## config.mk

```make
export PLATFORM = sky130hd
export DESIGN_NAME = hierarchical_voxel_ray_dda
export DESIGN_NICKNAME = d
export VERILOG_FILES = /design/src/hdl/hvr_pkg.sv /design/src/hdl/hierarchical_voxel_ray_dda.sv /design/src/hdl/hvr_fifo.sv /design/src/hdl/hvr_front.sv /design/src/hdl/hvr_back.sv
export SDC_FILE = /design/constraint.sdc
export NUM_CORES = 2
export LEC_CHECK = 0
export BUFFER_PORTS_ARGS = -buffer_cell sky130_fd_sc_hd__buf_4
export CORE_MARGIN = 10
export CORE_UTILIZATION = 57
export DETAILED_ROUTE_END_ITERATION = 6
export PLACE_DENSITY = 0.74
export SLEW_MARGIN = 20
export SYNTH_ARGS = -nofsm -noshare
export SYNTH_HDL_FRONTEND = slang
export SYNTH_SLANG_ARGS = --single-unit
```

## constraint.sdc

```tcl
create_clock -name aclk -period 12.25 [get_ports aclk]
set_input_delay 2.45 -clock aclk [delete_from_list [all_inputs] [get_ports aclk]]
set_output_delay 2.45 -clock aclk [all_outputs]
set_load 0.1 [all_outputs]
```

## src/hdl/hvr_pkg.sv

```systemverilog
// Shared types and constants for the voxel ray walker.
// No dependencies; imported by every module of the block.
`default_nettype none
package hvr_pkg;
    localparam logic [1:0] KIND_START  = 2'd0;
    localparam logic [1:0] KIND_STEP   = 2'd1;
    localparam logic [1:0] KIND_UPDATE = 2'd2;
    localparam logic [1:0] KIND_NOP    = 2'd3;

    localparam logic [30:0] TIME_MAX = 31'h7FFF_FFFF;

    typedef struct packed {
        logic [1:0]         kind;
        logic signed [31:0] eye_x;
        logic signed [31:0] eye_y;
        logic signed [31:0] eye_z;
        logic signed [31:0] dir_x;
        logic signed [31:0] dir_y;
        logic signed [31:0] dir_z;
        logic [30:0]        t_start;
        logic [30:0]        t_end;
        logic [3:0]         level;   // already clamped
    } item_t;

    typedef struct packed {
        logic valid;
        logic ready;
    } hs_t;
endpackage
`default_nettype wire

```

## src/hdl/hierarchical_voxel_ray_dda.sv

```systemverilog
// Top level of the voxel ray walker: config register, front end, back end.
// Depends on hvr_pkg, hvr_front, hvr_back.
//
// Usage: send transactions on s_* (kind 0 start ray, 1 step, 2 change block
// level, 3 no-op). Each transaction returns exactly one result on m_*, in order.
// cfg_* writes near_zero_limit; write it only while the block is idle.
// A step passes the skid register and the queue, and the back end answers it
// as it pops it; a no-op or an unchanged update goes through the emit state.
// Steps sustain one per cycle while m_ready is high. A start, or an update that
// changes the level, runs the axis setup sequencer: per axis one multiply, one
// position step and two bit-serial divisions (crossing time, then step time),
// after which the result is emitted; disabled axes skip the divisions.
// Reset (aresetn low, synchronous) clears walker state and the result
// valid; near_zero_limit returns to 1. A stalled m_ready holds the result;
// the two-entry queue and input skid register keep accepting until full.
`default_nettype none
module hierarchical_voxel_ray_dda
    import hvr_pkg::*;
#(
    parameter int MAX_LEVEL_LOG2 = 12,
    parameter int COORD_BITS     = 32
) (
    input  wire logic               aclk,
    input  wire logic               aresetn,
    input  wire logic               cfg_valid,
    output logic                    cfg_ready,
    input  wire logic [15:0]        cfg_data,
    input  wire logic               s_valid,
    output logic                    s_ready,
    input  wire logic [1:0]         s_kind,
    input  wire logic signed [31:0] s_eye_x,
    input  wire logic signed [31:0] s_eye_y,
    input  wire logic signed [31:0] s_eye_z,
    input  wire logic signed [31:0] s_dir_x,
    input  wire logic signed [31:0] s_dir_y,
    input  wire logic signed [31:0] s_dir_z,
    input  wire logic [30:0]        s_t_start,
    input  wire logic [30:0]        s_t_end,
    input  wire logic [3:0]         s_level_log2,
    output logic                    m_valid,
    input  wire logic               m_ready,
    output logic signed [15:0]      m_voxel_x,
    output logic signed [15:0]      m_voxel_y,
    output logic signed [15:0]      m_voxel_z,
    output logic signed [31:0]      m_t_now,
    output logic                    m_still_inside,
    output logic                    m_size_changed
);
    logic [15:0] nzl_reg;
    logic        pop, not_empty;
    item_t       head;

    assign cfg_ready = 1'b1;

    always_ff @(posedge aclk) begin
        if (!aresetn) nzl_reg <= 16'd1;
        else if (cfg_valid) nzl_reg <= cfg_data;
    end

    hvr_front #(.MAX_LEVEL_LOG2(MAX_LEVEL_LOG2)) u_front (
        .aclk(aclk), .aresetn(aresetn),
        .s_valid(s_valid), .s_ready(s_ready), .s_kind(s_kind),
        .s_eye_x(s_eye_x), .s_eye_y(s_eye_y), .s_eye_z(s_eye_z),
        .s_dir_x(s_dir_x), .s_dir_y(s_dir_y), .s_dir_z(s_dir_z),
        .s_t_start(s_t_start), .s_t_end(s_t_end), .s_level_log2(s_level_log2),
        .pop(pop), .not_empty(not_empty), .head(head)
    );

    hvr_back #(.MAX_LEVEL_LOG2(MAX_LEVEL_LOG2), .COORD_BITS(COORD_BITS)) u_back (
        .aclk(aclk), .aresetn(aresetn), .near_zero_limit(nzl_reg),
        .q_not_empty(not_empty), .q_head(head), .q_pop(pop),
        .m_valid(m_valid), .m_ready(m_ready),
        .m_voxel_x(m_voxel_x), .m_voxel_y(m_voxel_y), .m_voxel_z(m_voxel_z),
        .m_t_now(m_t_now), .m_still_inside(m_still_inside),
        .m_size_changed(m_size_changed)
    );
endmodule
`default_nettype wire

```

## src/hdl/hvr_fifo.sv

```systemverilog
// Two-entry queue of decoded transactions between front and back.
// Depends on hvr_pkg.
`default_nettype none
module hvr_fifo
    import hvr_pkg::*;
(
    input  wire logic  aclk,
    input  wire logic  aresetn,
    input  wire hs_t   push_hs,   // valid from writer, ready fed back from full
    input  wire item_t push_item,
    output logic       full,
    input  wire logic  pop,
    output logic       not_empty,
    output item_t      head
);
    item_t      mem_reg [2];
    logic       wr_reg, rd_reg;
    logic [1:0] cnt_reg;
    logic       push;

    assign push      = push_hs.valid && push_hs.ready;
    assign full      = (cnt_reg == 2'd2);
    assign not_empty = (cnt_reg != 2'd0);
    assign head      = mem_reg[rd_reg];

    always_ff @(posedge aclk) begin
        if (!aresetn) begin
            wr_reg  <= 1'b0;
            rd_reg  <= 1'b0;
            cnt_reg <= 2'd0;
        end else begin
            if (push) wr_reg <= !wr_reg;
            if (pop)  rd_reg <= !rd_reg;
            cnt_reg <= cnt_reg + {1'b0, push} - {1'b0, pop};
        end
        if (push) mem_reg[wr_reg] <= push_item;
    end
endmodule
`default_nettype wire

```

## src/hdl/hvr_front.sv

```systemverilog
// Front end: input skid register, level clamp, hand-off to the queue.
// Depends on hvr_pkg and hvr_fifo.
`default_nettype none
module hvr_front
    import hvr_pkg::*;
#(
    parameter int MAX_LEVEL_LOG2 = 12
) (
    input  wire logic               aclk,
    input  wire logic               aresetn,
    input  wire logic               s_valid,
    output logic                    s_ready,
    input  wire logic [1:0]         s_kind,
    input  wire logic signed [31:0] s_eye_x,
    input  wire logic signed [31:0] s_eye_y,
    input  wire logic signed [31:0] s_eye_z,
    input  wire logic signed [31:0] s_dir_x,
    input  wire logic signed [31:0] s_dir_y,
    input  wire logic signed [31:0] s_dir_z,
    input  wire logic [30:0]        s_t_start,
    input  wire logic [30:0]        s_t_end,
    input  wire logic [3:0]         s_level_log2,
    input  wire logic               pop,
    output logic                    not_empty,
    output item_t                   head
);
    localparam logic [3:0] LMAX = 4'(MAX_LEVEL_LOG2);

    item_t hold_reg;
    logic  hold_vld_reg;
    logic  full, xfer;
    hs_t   push_hs;

    assign push_hs.valid = hold_vld_reg;
    assign push_hs.ready = !full;
    assign xfer    = hold_vld_reg && !full;
    assign s_ready = !hold_vld_reg || xfer;

    always_ff @(posedge aclk) begin
        if (!aresetn) begin
            hold_vld_reg <= 1'b0;
        end else if (s_ready) begin
            hold_vld_reg <= s_valid;
        end
        if (s_ready && s_valid) begin
            hold_reg.kind    <= s_kind;
            hold_reg.eye_x   <= s_eye_x;
            hold_reg.eye_y   <= s_eye_y;
            hold_reg.eye_z   <= s_eye_z;
            hold_reg.dir_x   <= s_dir_x;
            hold_reg.dir_y   <= s_dir_y;
            hold_reg.dir_z   <= s_dir_z;
            hold_reg.t_start <= s_t_start;
            hold_reg.t_end   <= s_t_end;
            hold_reg.level   <= (s_level_log2 > LMAX) ? LMAX : s_level_log2;
        end
    end

    hvr_fifo u_fifo (
        .aclk      (aclk),
        .aresetn   (aresetn),
        .push_hs   (push_hs),
        .push_item (hold_reg),
        .full      (full),
        .pop       (pop),
        .not_empty (not_empty),
        .head      (head)
    );
endmodule
`default_nettype wire

```

## src/hdl/hvr_back.sv

```systemverilog
// Back end: walker state, step logic, axis setup sequencer with a shared
// multiplier and bit-serial divider, output register. Depends on hvr_pkg.
`default_nettype none
module hvr_back
    import hvr_pkg::*;
#(
    parameter int MAX_LEVEL_LOG2 = 12,
    parameter int COORD_BITS     = 32
) (
    input  wire logic               aclk,
    input  wire logic               aresetn,
    input  wire logic [15:0]        near_zero_limit,
    input  wire logic               q_not_empty,
    input  wire item_t              q_head,
    output logic                    q_pop,
    output logic                    m_valid,
    input  wire logic               m_ready,
    output logic signed [15:0]      m_voxel_x,
    output logic signed [15:0]      m_voxel_y,
    output logic signed [15:0]      m_voxel_z,
    output logic signed [31:0]      m_t_now,
    output logic                    m_still_inside,
    output logic                    m_size_changed
);
    localparam int DW = 33 + MAX_LEVEL_LOG2;   // holds 2^level << 32
    localparam int CW = $clog2(DW + 1);
    localparam int CB = COORD_BITS;

    localparam logic [2:0] ST_IDLE = 3'd0;
    localparam logic [2:0] ST_MUL  = 3'd1;
    localparam logic [2:0] ST_POS  = 3'd2;
    localparam logic [2:0] ST_DIV  = 3'd3;
    localparam logic [2:0] ST_EMIT = 3'd4;

    logic signed [31:0] eye_reg [3];
    logic signed [31:0] dir_reg [3];
    logic [CB-1:0]      cell_reg [3];
    logic [30:0]        cross_reg [3];
    logic [30:0]        tstep_reg [3];
    logic               sign_reg [3];
    logic [30:0]        tnow_reg, tlim_reg;
    logic [3:0]         lvl_reg;
    logic [2:0]         st_reg;
    logic [1:0]         ax_reg;
    logic [62:0]        prod_reg;
    logic [31:0]        rem_reg;
    logic [DW-1:0]      quo_reg, dvd_reg;
    logic [CW-1:0]      cnt_reg;
    logic               phase_reg, chg_reg;

    logic               out_free;
    logic               emit;
    logic               neg;
    logic [31:0]        mag;
    logic [CB-1:0]      dim_c;
    logic [DW-1:0]      dim_w, off, gap;
    logic [63:0]        pos;
    logic               disabled;
    logic [32:0]        rs;
    logic               qbit;
    logic [31:0]        rem_n;
    logic [DW-1:0]      quo_n;
    logic [DW:0]        tsum;
    logic [30:0]        cross_sat, step_sat;
    logic [1:0]         sel;
    logic [31:0]        csum;
    logic [CB-1:0]      cell_st [3];
    logic [30:0]        tnow_st;

    assign out_free = !m_valid || m_ready;

    // current axis operands
    assign neg   = dir_reg[ax_reg][31];
    assign mag   = neg ? (32'd0 - dir_reg[ax_reg]) : dir_reg[ax_reg];
    assign dim_c = CB'(1) << lvl_reg;
    assign dim_w = DW'(1) << (6'd32 + {2'b00, lvl_reg});
    assign pos   = {{16{eye_reg[ax_reg][31]}}, eye_reg[ax_reg], 16'd0}
                 + (neg ? (64'd0 - {1'b0, prod_reg}) : {1'b0, prod_reg});
    assign off   = pos[DW-1:0] & (dim_w - DW'(1));
    assign gap   = neg ? off : (dim_w - off);
    assign disabled = (mag == 32'd0) || (mag < {16'd0, near_zero_limit});

    // restoring divider step
    assign rs    = {rem_reg, dvd_reg[DW-1]};
    assign qbit  = (rs >= {1'b0, mag});
    assign rem_n = qbit ? 32'(rs - {1'b0, mag}) : rs[31:0];
    assign quo_n = {quo_reg[DW-2:0], qbit};
    assign tsum  = {1'b0, quo_n} + (DW+1)'(tnow_reg);
    assign cross_sat = (|tsum[DW:31]) ? TIME_MAX : tsum[30:0];
    assign step_sat  = (|quo_n[DW-1:31]) ? TIME_MAX : quo_n[30:0];

    // step: earliest crossing, ties go to the later axis
    always_comb begin
        if (cross_reg[0] < cross_reg[1] && cross_reg[0] < cross_reg[2]) sel = 2'd0;
        else if (cross_reg[1] < cross_reg[2])                            sel = 2'd1;
        else                                                             sel = 2'd2;
        csum    = {1'b0, cross_reg[sel]} + {1'b0, tstep_reg[sel]};
        tnow_st = cross_reg[sel];
        for (int a = 0; a < 3; a++) begin
            cell_st[a] = cell_reg[a];
            if (sel == 2'(a) && tstep_reg[a] != 31'd0)
                cell_st[a] = sign_reg[a] ? (cell_reg[a] - dim_c) : (cell_reg[a] + dim_c);
        end
    end

    assign q_pop = (st_reg == ST_IDLE) && q_not_empty && out_free;
    assign emit  = (q_pop && q_head.kind == KIND_STEP) || (st_reg == ST_EMIT && out_free);

    always_ff @(posedge aclk) begin
        if (!aresetn) begin
            st_reg   <= ST_IDLE;
            m_valid  <= 1'b0;
            tnow_reg <= 31'd0;
            tlim_reg <= 31'd0;
            lvl_reg  <= 4'd0;
            for (int a = 0; a < 3; a++) begin
                cell_reg[a]  <= '0;
                cross_reg[a] <= TIME_MAX;
                tstep_reg[a] <= 31'd0;
                sign_reg[a]  <= 1'b0;
            end
        end else begin
            if (emit)         m_valid <= 1'b1;
            else if (m_ready) m_valid <= 1'b0;
            unique case (st_reg)
                ST_IDLE: begin
                    if (q_pop) begin
                        ax_reg  <= 2'd0;
                        chg_reg <= 1'b0;
                        case (q_head.kind)
                            KIND_START: begin
                                eye_reg[0] <= q_head.eye_x;
                                eye_reg[1] <= q_head.eye_y;
                                eye_reg[2] <= q_head.eye_z;
                                dir_reg[0] <= q_head.dir_x;
                                dir_reg[1] <= q_head.dir_y;
                                dir_reg[2] <= q_head.dir_z;
                                tnow_reg   <= q_head.t_start;
                                tlim_reg   <= q_head.t_end;
                                lvl_reg    <= q_head.level;
                                st_reg     <= ST_MUL;
                            end
                            KIND_STEP: begin
                                tnow_reg <= tnow_st;
                                cross_reg[sel] <= csum[31] ? TIME_MAX : csum[30:0];
                                for (int a = 0; a < 3; a++) cell_reg[a] <= cell_st[a];
                                m_voxel_x      <= cell_st[0][15:0];
                                m_voxel_y      <= cell_st[1][15:0];
                                m_voxel_z      <= cell_st[2][15:0];
                                m_t_now        <= {1'b0, tnow_st};
                                m_still_inside <= (tnow_st <= tlim_reg);
                                m_size_changed <= 1'b0;
                            end
                            KIND_UPDATE: begin
                                if (q_head.level != lvl_reg) begin
                                    lvl_reg <= q_head.level;
                                    chg_reg <= 1'b1;
                                    st_reg  <= ST_MUL;
                                end else begin
                                    st_reg <= ST_EMIT;
                                end
                            end
                            default: st_reg <= ST_EMIT;
                        endcase
                    end
                end
                ST_MUL: begin
                    prod_reg <= {32'd0, tnow_reg} * {31'd0, mag};
                    st_reg   <= ST_POS;
                end
                ST_POS: begin
                    cell_reg[ax_reg] <= CB'({{32{pos[63]}}, pos[63:32]})
                                        & ~(dim_c - CB'(1));
                    if (disabled) begin
                        cross_reg[ax_reg] <= TIME_MAX;
                        tstep_reg[ax_reg] <= 31'd0;
                        sign_reg[ax_reg]  <= 1'b0;
                        ax_reg <= ax_reg + 2'd1;
                        st_reg <= (ax_reg == 2'd2) ? ST_EMIT : ST_MUL;
                    end else begin
                        sign_reg[ax_reg] <= neg;
                        dvd_reg   <= gap;
                        rem_reg   <= 32'd0;
                        cnt_reg   <= CW'(DW);
                        phase_reg <= 1'b0;
                        st_reg    <= ST_DIV;
                    end
                end
                ST_DIV: begin
                    rem_reg <= rem_n;
                    quo_reg <= quo_n;
                    dvd_reg <= {dvd_reg[DW-2:0], 1'b0};
                    cnt_reg <= cnt_reg - CW'(1);
                    if (cnt_reg == CW'(1)) begin
                        if (!phase_reg) begin
                            cross_reg[ax_reg] <= cross_sat;
                            dvd_reg   <= dim_w;
                            rem_reg   <= 32'd0;
                            cnt_reg   <= CW'(DW);
                            phase_reg <= 1'b1;
                        end else begin
                            tstep_reg[ax_reg] <= step_sat;
                            ax_reg <= ax_reg + 2'd1;
                            st_reg <= (ax_reg == 2'd2) ? ST_EMIT : ST_MUL;
                        end
                    end
                end
                ST_EMIT: begin
                    if (out_free) begin
                        m_voxel_x      <= cell_reg[0][15:0];
                        m_voxel_y      <= cell_reg[1][15:0];
                        m_voxel_z      <= cell_reg[2][15:0];
                        m_t_now        <= {1'b0, tnow_reg};
                        m_still_inside <= (tnow_reg <= tlim_reg);
                        m_size_changed <= chg_reg;
                        st_reg         <= ST_IDLE;
                    end
                end
                default: st_reg <= ST_IDLE;
            endcase
        end
    end
endmodule
`default_nettype wire

```

==> reports/metrics.cfg <==
[sta]
tightest_slew_ps=1330
hold_viol_final=0
rsz0062_at_grt=no
max_slew_margin=0.109
setup_tns_ps=0
max_clock_freq_mhz=85.9
period_needed_ps=11640
maxSlewViolCount=0
finalSetupViolCount=0
fin_skew_ps=90.4
finalCritPeriodShare=0.950

[die]
die_w_um=443
fp.dieH_um=443
die_area_sq_um=197000
rows=155
io_pins=366
floorplan.initialDensity=0.573
core-area_sq_um=178000

[worst_setup_path]
worst-setup-path-type=flop to flop
crit_fanout=23
crit_required_ps=12850
critPathCaptureType=flop
cp_common_cell=fa_1
critPathSlowestCell=fa_1
cp_slowest_stage_delay_ps=590
arrival_ps=12240
crit_path_start_kind=flop

[placement]
port_buffers=363
gp_congestion=0.964
placed_cell_area_sq_um=108000
hpwlAfterDp_mm=221

[yosys]
yosysWarnings=0
yosys-top-cells-area=edfxtp_1 (43%), fa_1 (15%), ha_1 (6.4%)
syn_area_sq_um=102000
netlist.area_leader.share=0.431
syn_inst=8871
seq_area_frac_synth=0.450
synth-seq-cells=1563
synth_edf_count=1466
yosys.cell_types.count=98
syn_nets=10400
synth-async-reset-ratio=0
avgSynthCellArea_sq_um=11.5
synthFlopType=edfxtp_1
synth_top_area_cell=edfxtp_1

[final_layout]
finalInstanceArea_sq_um=114000
nets=10800
final_common_cell=edfxtp_1
final_cell_mix=edfxtp_1 (1,466), inv_1 (1,003), nand2_1 (833), fa_1 (771), and2_1 (572)
layout-drive-gt1-share=0.131
final_core_util=0.639
largest_reg_flops=520
syn2layout_area_growth_pct=11.5

[worst_hold_path]
hold_class=flop to flop

[cts]
cts_tree=built
cts_num_sinks=1563
cts_hold_buf=0
clock_tree.root_cell=clkbuf_16
clkLatencyLatePin_ps=870
clk_pin_slew_ps=60
clock_path_buffers=3
ctsHtreeMaxLevel=4
ctsResizeCount=0
postCtsSetupBuffers=0
numCtsBuffers=162

[global_routing]
antenna_found_initial=12
grt_pass1_wl_mm=441
grt-ovfl-total=0
grt_max_degree=159
grt_usage=0.293
grt_pass1_vias=71500

[routing]
top_layer_used=met5
post_drt_via_cell_ratio=5.99
first_iter_violations=6726
route.detailed.drc=0
wl_per_cell_um=25.0
route.layer.met1.wl_mm=119
dr_wl_met2_mm=132
num_vias=69900
wl_met3_mm=28.6
dr.pass1.iters=6
drt-total-wl_mm=292
antenna_left=0

[flow_run]
cap_violations=0

[outcome]
status=finished clean

## metal layers
layer	vias to the layer above	global-route usage
li1	31100	-
met1	35000	0.398
met2	3197	0.456
met3	572	0.0773
met4	12	0.108
met5	-	0
## cells in the mapped netlist (25+ instances only)
cell type  count
edfxtp_1    1466
inv_1       1005
nand2_1      837
fa_1         771
and2_1       573
ha_1         521
nor2_1       514
clkbuf_1     346
a21oi_1      329
mux2_2       283
mux2i_1      282
o21ai_0      268
xnor2_1      220
a21o_1       134
dfxtp_1       97
nor3_1        90
xor2_1        87
nand3_1       86
o22ai_1       81
a211oi_1      71
o21a_1        67
nand4_1       54
nand2b_1      49
nor2b_1       42
nor4_1        40
a31oi_1       38
and3_1        35
buf_1         35
a221o_1       34
o31ai_1       33
o21bai_1      30
or3_1         29
or2_2         26
a21boi_0      25
## logic make-up (layout without fill, tap and decap cells)
group	after synthesis	in the layout	synth area share
DFF	1563	1563	0.450
muxes	567	567	0.0590
xor gates and xnor gates	308	308	0.0265
buffers and inverters	1414	1857	0.0524
other	2	6	0.0000735
AOI/OAI and AO/OA	1288	1288	0.0821
and+or+nand+nor	2437	2437	0.115
adders and majority gates	1292	1292	0.215
## cell type report
cell class | count | area [sq um]
clock buffers | 188 | 4240
well taps | 2355 | 2950
clock inverters | 106 | 1450
fillers | 13500 | 64500
flip-flops and latches | 1563 | 46000
inverters | 1006 | 3780
repair buffers | 557 | 4210
diodes | 4 | 10.0
multi-input cells | 5894 | 51300
## worst max-delay path: cells and delay by family, from the launching register on
family / cells / cell delay [ps]
multiplexers: 2 / 630
AO/OA/AOI/OAI: 12 / 2760
XOR/XNOR: 2 / 540
adder cells (fa/ha/maj): 10 / 4690
AND/OR/NAND/NOR: 4 / 1570
flip-flops: 1 / 580
buffers and inverters: 6 / 620
## stage by stage
stage	worst slack (ps)	cells	hold WS, ps
after floorplan	49.5	8871	421
after global placement	728	11400	422
after detailed placement	514	11400	430
after CTS	509	11700	405
after global routing	7.19	11700	423
final	608	11700	418
## worst paths after layout
kind / from / to / slack, ps / cells after the start
setup / recovery: flop / u_back.prod_reg[46] / 610 / 36
hold / removal: u_front.hold_reg[167] / u_front.u_fifo.mem_reg[0][167] / 420 / 0
setup reg to reg: flop / u_back.prod_reg[46] / 610 / 36
hold reg to reg: u_front.hold_reg[167] / u_front.u_fifo.mem_reg[0][167] / 420 / 0
Power is left out: the tool's default activity adds up to more than one toggle a clock period on the data nets, which glitch-free logic cannot reach.
